[config.mk]
export PLATFORM = sky130hd
export DESIGN_NAME = framed_query_parser_sum16
export DESIGN_NICKNAME = d
export VERILOG_FILES = /design/src/sv/fqps_pkg.sv /design/src/sv/fqps_parser.sv /design/src/sv/framed_query_parser_sum16.sv
export SDC_FILE = /design/constraint.sdc
export NUM_CORES = 1
export LEC_CHECK = 0
export BUFFER_PORTS_ARGS = -buffer_cell sky130_fd_sc_hd__buf_2
export CORE_ASPECT_RATIO = 1.1
export CORE_MARGIN = 3
export CORE_UTILIZATION = 30
export DETAILED_ROUTE_END_ITERATION = 7
export MAX_ROUTING_LAYER = met4
export SLEW_MARGIN = 20
export SYNTH_ARGS = -nofsm -noshare
export SYNTH_HDL_FRONTEND = slang
export SYNTH_SLANG_ARGS = --single-unit
[constraint.sdc]
create_clock -name clk_i -period 8 [get_ports clk_i]
set_input_delay 2.4 -clock clk_i [delete_from_list [all_inputs] [get_ports clk_i]]
set_output_delay 2.4 -clock clk_i [all_outputs]
set_load 0.05 [all_outputs]
[src/sv/fqps_pkg.sv]
package fqps_pkg;

  // Header bytes that open a frame
  localparam logic [7:0] HdrFirst  = 8'hAA;
  localparam logic [7:0] HdrSecond = 8'h55;

  // Field widths
  localparam int unsigned ByteW  = 8;
  localparam int unsigned EventW = 3;
  localparam int unsigned SumW   = 16;

  // Frame event codes
  typedef enum logic [EventW-1:0] {
    EV_NONE     = 3'd0,
    EV_BADHDR   = 3'd1,
    EV_BADSUM   = 3'd2,
    EV_UNSUP    = 3'd3,
    EV_REGISTER = 3'd4,
    EV_ASSIGN   = 3'd5,
    EV_REMOVE   = 3'd6,
    EV_INFO     = 3'd7
  } frame_event_e;

  // Control and function codes of the supported requests
  localparam logic [7:0] CtrlMgmt  = 8'd0;
  localparam logic [7:0] CtrlQuery = 8'd1;
  localparam logic [7:0] FuncReg   = 8'd0;
  localparam logic [7:0] FuncAsgn  = 8'd1;
  localparam logic [7:0] FuncRem   = 8'd2;
  localparam logic [7:0] FuncInfo  = 8'd1;

  // One result word
  typedef struct packed {
    frame_event_e     frame_event;
    logic [ByteW-1:0] payload_length;
    logic [ByteW-1:0] function_value;
    logic [ByteW-1:0] control_value;
    logic [ByteW-1:0] target_address;
    logic [ByteW-1:0] source_address;
  } result_t;

  // Classify a good frame by its control and function codes
  function automatic frame_event_e classify(input logic [ByteW-1:0] ctrl,
                                            input logic [ByteW-1:0] func);
    frame_event_e ev;
    ev = EV_UNSUP;
    if (ctrl == CtrlMgmt) begin
      if (func == FuncReg) ev = EV_REGISTER;
      else if (func == FuncAsgn) ev = EV_ASSIGN;
      else if (func == FuncRem) ev = EV_REMOVE;
    end else if (ctrl == CtrlQuery && func == FuncInfo) begin
      ev = EV_INFO;
    end
    return ev;
  endfunction

endpackage

[src/sv/fqps_parser.sv]
module fqps_parser
  import fqps_pkg::*;
(
  input  logic             clk_i,
  input  logic             rst_ni,
  input  logic             step_i,   // consume byte_i this cycle
  input  logic [ByteW-1:0] byte_i,
  output result_t          result_o  // result of the byte consumed this cycle
);

  typedef enum logic [3:0] {
    PH_HUNT = 4'd0,
    PH_HDR2 = 4'd1,
    PH_SRC  = 4'd2,
    PH_DST  = 4'd3,
    PH_CTRL = 4'd4,
    PH_FUNC = 4'd5,
    PH_LEN  = 4'd6,
    PH_PAY  = 4'd7,
    PH_CSH  = 4'd8,
    PH_CSL  = 4'd9
  } phase_e;

  phase_e           phase_q, phase_d;
  logic [ByteW-1:0] left_q, left_d;
  logic [SumW-1:0]  sum_q, sum_d;
  logic [ByteW-1:0] src_q, src_d;
  logic [ByteW-1:0] dst_q, dst_d;
  logic [ByteW-1:0] ctrl_q, ctrl_d;
  logic [ByteW-1:0] func_q, func_d;
  logic [ByteW-1:0] len_q, len_d;
  logic [ByteW-1:0] sumhi_q, sumhi_d;

  logic [SumW-1:0]  sum_add;
  logic [ByteW-1:0] left_dec;
  frame_event_e     ev;
  logic             carry;

  assign sum_add  = sum_q + {{(SumW-ByteW){1'b0}}, byte_i};
  assign left_dec = left_q - 8'd1;

  // Next state and result for one byte
  always_comb begin
    phase_d = phase_q;
    left_d  = left_q;
    sum_d   = sum_q;
    src_d   = src_q;
    dst_d   = dst_q;
    ctrl_d  = ctrl_q;
    func_d  = func_q;
    len_d   = len_q;
    sumhi_d = sumhi_q;
    ev      = EV_NONE;
    carry   = 1'b0;
    unique case (phase_q)
      PH_HUNT: begin
        if (byte_i == HdrFirst) begin
          sum_d   = {{(SumW-ByteW){1'b0}}, byte_i};
          phase_d = PH_HDR2;
        end
      end
      PH_HDR2: begin
        if (byte_i == HdrSecond) begin
          sum_d   = sum_add;
          phase_d = PH_SRC;
        end else begin
          ev      = EV_BADHDR;
          phase_d = PH_HUNT;
        end
      end
      PH_SRC: begin
        src_d = byte_i; sum_d = sum_add; phase_d = PH_DST;
      end
      PH_DST: begin
        dst_d = byte_i; sum_d = sum_add; phase_d = PH_CTRL;
      end
      PH_CTRL: begin
        ctrl_d = byte_i; sum_d = sum_add; phase_d = PH_FUNC;
      end
      PH_FUNC: begin
        func_d = byte_i; sum_d = sum_add; phase_d = PH_LEN;
      end
      PH_LEN: begin
        len_d   = byte_i;
        left_d  = byte_i;
        sum_d   = sum_add;
        phase_d = (byte_i == '0) ? PH_CSH : PH_PAY;
      end
      PH_PAY: begin
        sum_d  = sum_add;
        left_d = left_dec;
        if (left_dec == '0) phase_d = PH_CSH;
      end
      PH_CSH: begin
        sumhi_d = byte_i; phase_d = PH_CSL;
      end
      PH_CSL: begin
        ev      = ({sumhi_q, byte_i} == sum_q) ? classify(ctrl_q, func_q) : EV_BADSUM;
        carry   = 1'b1;
        phase_d = PH_HUNT;
      end
      default: phase_d = PH_HUNT;
    endcase
  end

  // Result word: frame fields only for a finished frame
  always_comb begin
    result_o.frame_event    = ev;
    result_o.source_address = carry ? src_q  : '0;
    result_o.target_address = carry ? dst_q  : '0;
    result_o.control_value  = carry ? ctrl_q : '0;
    result_o.function_value = carry ? func_q : '0;
    result_o.payload_length = carry ? len_q  : '0;
  end

  always_ff @(posedge clk_i or negedge rst_ni) begin
    if (!rst_ni) begin
      phase_q <= PH_HUNT;
      left_q  <= '0;
      sum_q   <= '0;
      src_q   <= '0;
      dst_q   <= '0;
      ctrl_q  <= '0;
      func_q  <= '0;
      len_q   <= '0;
      sumhi_q <= '0;
    end else if (step_i) begin
      phase_q <= phase_d;
      left_q  <= left_d;
      sum_q   <= sum_d;
      src_q   <= src_d;
      dst_q   <= dst_d;
      ctrl_q  <= ctrl_d;
      func_q  <= func_d;
      len_q   <= len_d;
      sumhi_q <= sumhi_d;
    end
  end

endmodule

[src/sv/framed_query_parser_sum16.sv]
// Throughput: one byte per cycle while the output is not stalled; every byte gives exactly one result word.
// The parser step sits between the input register and the output register,
// and a stalled output still lets one more byte be taken into the input register.
// Reset (rst_ni low, asynchronous) empties both registers and returns the
// parser to hunting for the first header byte with all held fields zero.
module framed_query_parser_sum16
  import fqps_pkg::*;
(
  input  logic        clk_i,
  input  logic        rst_ni,
  input  logic        s_axis_tvalid,
  output logic        s_axis_tready,
  input  logic [7:0]  s_axis_tdata,   // [7:0] rx_byte
  output logic        m_axis_tvalid,
  input  logic        m_axis_tready,
  output logic [39:0] m_axis_tdata,   // [7:0] source_address, [15:8] target_address,
                                      // [23:16] control_value, [31:24] function_value,
                                      // [39:32] payload_length
  output logic [2:0]  m_axis_tuser    // [2:0] frame_event
);

  logic             in_valid_q;
  logic [ByteW-1:0] in_byte_q;
  logic             out_valid_q;
  result_t          out_q;
  result_t          step_res;
  logic             advance;
  logic             step;

  // Pipeline moves when the output register is free or being drained
  assign advance       = !out_valid_q || m_axis_tready;
  assign step          = in_valid_q && advance;
  assign s_axis_tready = !in_valid_q || advance;

  // Input register
  always_ff @(posedge clk_i or negedge rst_ni) begin
    if (!rst_ni) begin
      in_valid_q <= 1'b0;
    end else if (s_axis_tready) begin
      in_valid_q <= s_axis_tvalid;
    end
  end

  always_ff @(posedge clk_i) begin
    if (s_axis_tready && s_axis_tvalid) begin
      in_byte_q <= s_axis_tdata;
    end
  end

  fqps_parser u_parser (
    .clk_i    (clk_i),
    .rst_ni   (rst_ni),
    .step_i   (step),
    .byte_i   (in_byte_q),
    .result_o (step_res)
  );

  // Output register
  always_ff @(posedge clk_i or negedge rst_ni) begin
    if (!rst_ni) begin
      out_valid_q <= 1'b0;
    end else if (advance) begin
      out_valid_q <= in_valid_q;
    end
  end

  always_ff @(posedge clk_i) begin
    if (step) begin
      out_q <= step_res;
    end
  end

  assign m_axis_tvalid = out_valid_q;
  assign m_axis_tuser  = out_q.frame_event;
  assign m_axis_tdata  = {out_q.payload_length, out_q.function_value,
                          out_q.control_value, out_q.target_address,
                          out_q.source_address};

  // Checks
  a_tready_low_full: assert property (@(posedge clk_i) disable iff (!rst_ni)
    !s_axis_tready |-> (in_valid_q && out_valid_q && !m_axis_tready))
    else $error("input stalled while pipeline has room");

  a_step_fills_out: assert property (@(posedge clk_i) disable iff (!rst_ni)
    step |=> out_valid_q)
    else $error("parsed word lost before output register");

  a_no_frame_zero: assert property (@(posedge clk_i) disable iff (!rst_ni)
    (m_axis_tvalid && (m_axis_tuser == EV_NONE || m_axis_tuser == EV_BADHDR))
      |-> (m_axis_tdata == '0))
    else $error("frame fields set without a finished frame");

  a_accept_when_empty: assert property (@(posedge clk_i) disable iff (!rst_ni)
    (!in_valid_q && !out_valid_q) |-> s_axis_tready)
    else $error("empty pipeline refuses input");

endmodule

==> impl_results.md <==
* CTS Root Cell: clkbuf_16
* Mapped Cells at around 480
* Diode count at 0
* Remaining DRCs at 0
* Crit Reg-Reg Endpoint: m_axis_tuser[2]$_DFFE_PP_
* TNS Setup at 0 ns
* Sw Ratio at 34.4%
* Unique masters post-synth at 65
* Clk_lat worst skew at between 0.4 and 0.5 ns
* Final worst-path cycle share at roughly 66%
* DR WL/cell at approximately 15 um
* Netlist Area Pre-Place at 5870 sq um
* Pin count of the biggest net entering global routing at 79
* RSZ-0062 raised after global routing: no
* Synth Flop Type: dfrtp_1
* Synth Register Bits at roughly 130
* Crit-path max FO at 3
* Worst path slowest cell: buf_2
* Initial Util at 30.6%
* CTS H-tree depth at 4
* Commonest non-fill, non-tap cell in the layout: dfrtp_1
* CORE AREA at 19,200 sq um
* Total GRT Usage at 12.5%
* Worst path cell trace: buf_2 -> nand3b_1 -> buf_2
* Skew final at 0.00623 ns
* Max Slew Vio Count at 0
* Crit path to: s_axis_tready
* Number of enable flip-flop cells after synthesis at a little over 50
* Fin. Hold Viols at 0
* Rel. slew slack at 51.2%
* Max frequency at 188 MHz
* R2R Setup Slk at 4.91 ns
* Most frequent cells in the layout: dfrtp_1 (78), buf_2 (55), edfxtp_1 (51), and2_1 (41), mux2_2 (36)
* CTS sink cnt at 129
* Fillcell total at 1,836
* Status: complete, no violations
* Syn Nets at 505
* Share of cells above drive strength 1 at about a quarter
* HPWL after DPL at 8090 um
* I/O Buffers at between 50 and 60
* Antenna viol nets, final at 0
* TritonCTS clock tree: done
* Clk pwr share at between 20 and 30%
* # setup viols final at 0
* IO Count at 57
* Chip width at about 140 um
* Num CTS Buffers at 17
* Setup bufs post-CTS at 0
* Net Sw Power at 881 uW
* Syn_area_per_cell at around 12 sq um
* Slowest stage delay, CP at between 0.2 and 0.25 ns
* Logic pwr share at 29.2%
* Clock tree buffer depth at 2
* Lkg Pwr at between 2 and 3 nW
* Die span in y at 153 um
* Post-synthesis sequential area ratio at 59.4%
* Row Count at 53
* Drt total wl at 12,000 um
* DIE AREA at 21,300 sq um
* Final Critical Period at 5.32 ns
* Total congestion overflow at 0
* Hold Slack at roughly 0.48 ns
* Hold Crit Class: reg -> reg
* Most frequent CP cell: buf_2
* Gp weighted congestion at 0.827
* Critical Path Sink Type: output port
* Cts hold-fix bufs at 0
* Ys async rst share at 60.5%
* R2R depth at 7
* First-pass GRT wire length at roughly 21,000 um
* Setup Crit Path Kind: in -> out
* MaxCap Viol Count at 0
* VDD IR-drop max at 0.191 mV
* Crit path from: m_axis_tready
* Part of the power in registers at 42.1%
* Vias per inst at 4.87
* Internal cell power at ~1.7 mW
* Nets at 562
* Critical path required time at 5.60 ns
* Cell Pwr Density at 368 nW/um^2
* Vias in the first global route at 4,044
* Post-CTS Resized at 0
* Critical Path Start Type: input port
* First-pass DRT Iterations at 4
* Tightest Pin Transition at approximately 0.73 ns
* Clock transition at path regs at around 0.05 ns
* Syn-to-layout area delta at 18.6%
* Initial antenna violation count at 0
* Worst r2r src: in_byte_q[4]$_DFFE_PP_
* 1st-iter DRT viols at 265
* Vias at just under 4,000
* Crit path DAT at 2.92 ns
* Ys Warns at 0
## metrics by stage
stage	total power, mW	worst slack [ns]	cell area, sq um	util, %	std cells
2_1_floorplan	1.66	2.72	5870	-	482
3_3_place_gp	1.80	2.71	6380	33.3	767
3_5_place_dp	1.84	2.68	6380	33.3	767
4_1_cts	2.58	2.67	6950	36.3	799
5_1_grt	2.74	2.65	6960	36.3	799
6_report	2.56	2.68	6960	36.3	799
## registers in the layout, summed over array words and instances, names as in the netlist
register          flops
in_byte_q             8
in_valid_q            1
m_axis_tdata         40
m_axis_tuser          3
m_axis_tvalid         1
u_parser.ctrl_q       8
u_parser.dst_q        8
u_parser.func_q       8
u_parser.left_q       8
u_parser.len_q        8
u_parser.phase_q      4
u_parser.src_q        8
u_parser.sum_q       16
u_parser.sumhi_q      8
## power groups by stage
stage | registers [mW] | clock network, mW | logic (mW)
after CTS | 1.08 | 0.753 | 0.754
after detailed placement | 1.09 | 0 | 0.749
after global placement | 1.07 | 0 | 0.725
after global routing | 1.11 | 0.795 | 0.842
after floorplan | 1.07 | 0 | 0.592
final | 1.08 | 0.735 | 0.748
## layout make-up
class	instances	area, sq um	area share (%)
timing repair buffer	57	294	4.23
sequential	129	3480	50.1
clock inverter	13	138	1.98
inverter	15	56.3	0.809
clock buffer	19	433	6.22
multi-input combinational	319	2240	32.2
tap	247	309	4.44
## synthesized netlist by cell type (2+ instances only)
cell type | number | area share (%)
dfrtp_1 | 78 | 33
edfxtp_1 | 51 | 26
and2_1 | 41 | 4.4
mux2_2 | 36 | 6.9
nand2_1 | 35 | 2.2
nor2_1 | 27 | 1.7
o21ai_0 | 16 | 1.4
a21oi_1 | 15 | 1.3
clkbuf_1 | 13 | 0.83
inv_1 | 13 | 0.83
o21ai_1 | 12 | 1.0
ha_1 | 10 | 2.1
xnor2_1 | 10 | 1.5
nor3_1 | 9 | 0.77
nand3_1 | 8 | 0.68
mux2_1 | 7 | 1.3
or4_1 | 7 | 0.90
a31oi_1 | 6 | 0.64
nand4_1 | 6 | 0.64
nor4_1 | 6 | 0.64
and3_1 | 5 | 0.53
nand2b_1 | 5 | 0.53
nor2b_1 | 5 | 0.53
buf_2 | 4 | 0.34
o211ai_1 | 4 | 0.51
o22a_1 | 4 | 0.60
xor2_1 | 4 | 0.60
mux2i_1 | 3 | 0.51
o31ai_1 | 3 | 0.38
o31a_1 | 2 | 0.30
o31ai_2 | 2 | 0.43
o32ai_1 | 2 | 0.30
## layer usage
layer / vias to the layer above / global-route usage (%) / part of all wire [%]
li1: 1867 / - / -
met1: 1921 / 15.5 / 47
met2: 93 / 19.6 / 47
met3: 13 / 3.70 / 5.1
met4: 0 / 3.87 / 1.2
met5: - / - / 0
## logic make-up (layout without fill, tap and decap cells)
family          Yosys count  in the layout  share of synthesized area [%]
fa+ha+maj                11             11                           2.47
flops                   129            129                           59.4
buf+inv                  34            104                           2.39
compound gates           81             81                           9.11
simple gates            167            167                           15.8
mux                      46             46                           8.77
xor+xnor                 14             14                           2.09
## worst min-delay path by stage
stage	startpoint	endpoint	slack, ns	depth (start not counted)
6_report	u_parser.dst_q[4]$_DFFE_PN0P_	u_parser.dst_q[4]$_DFFE_PN0P_	0.48	1
5_1_grt	u_parser.dst_q[4]$_DFFE_PN0P_	u_parser.dst_q[4]$_DFFE_PN0P_	0.51	1
4_1_cts	u_parser.dst_q[4]$_DFFE_PN0P_	u_parser.dst_q[4]$_DFFE_PN0P_	0.49	1
3_5_place_dp	u_parser.dst_q[4]$_DFFE_PN0P_	u_parser.dst_q[4]$_DFFE_PN0P_	0.47	1
3_3_place_gp	u_parser.src_q[1]$_DFFE_PN0P_	u_parser.src_q[1]$_DFFE_PN0P_	0.47	2
2_1_floorplan	u_parser.src_q[1]$_DFFE_PN0P_	u_parser.src_q[1]$_DFFE_PN0P_	0.44	2
## critical path: cells and delay by family
kind | cells | cell delay, ns
buffers and inverters | 2 | 0.33
and+or+nand+nor | 1 | 0.18
Power figures use the tool's default switching activity.
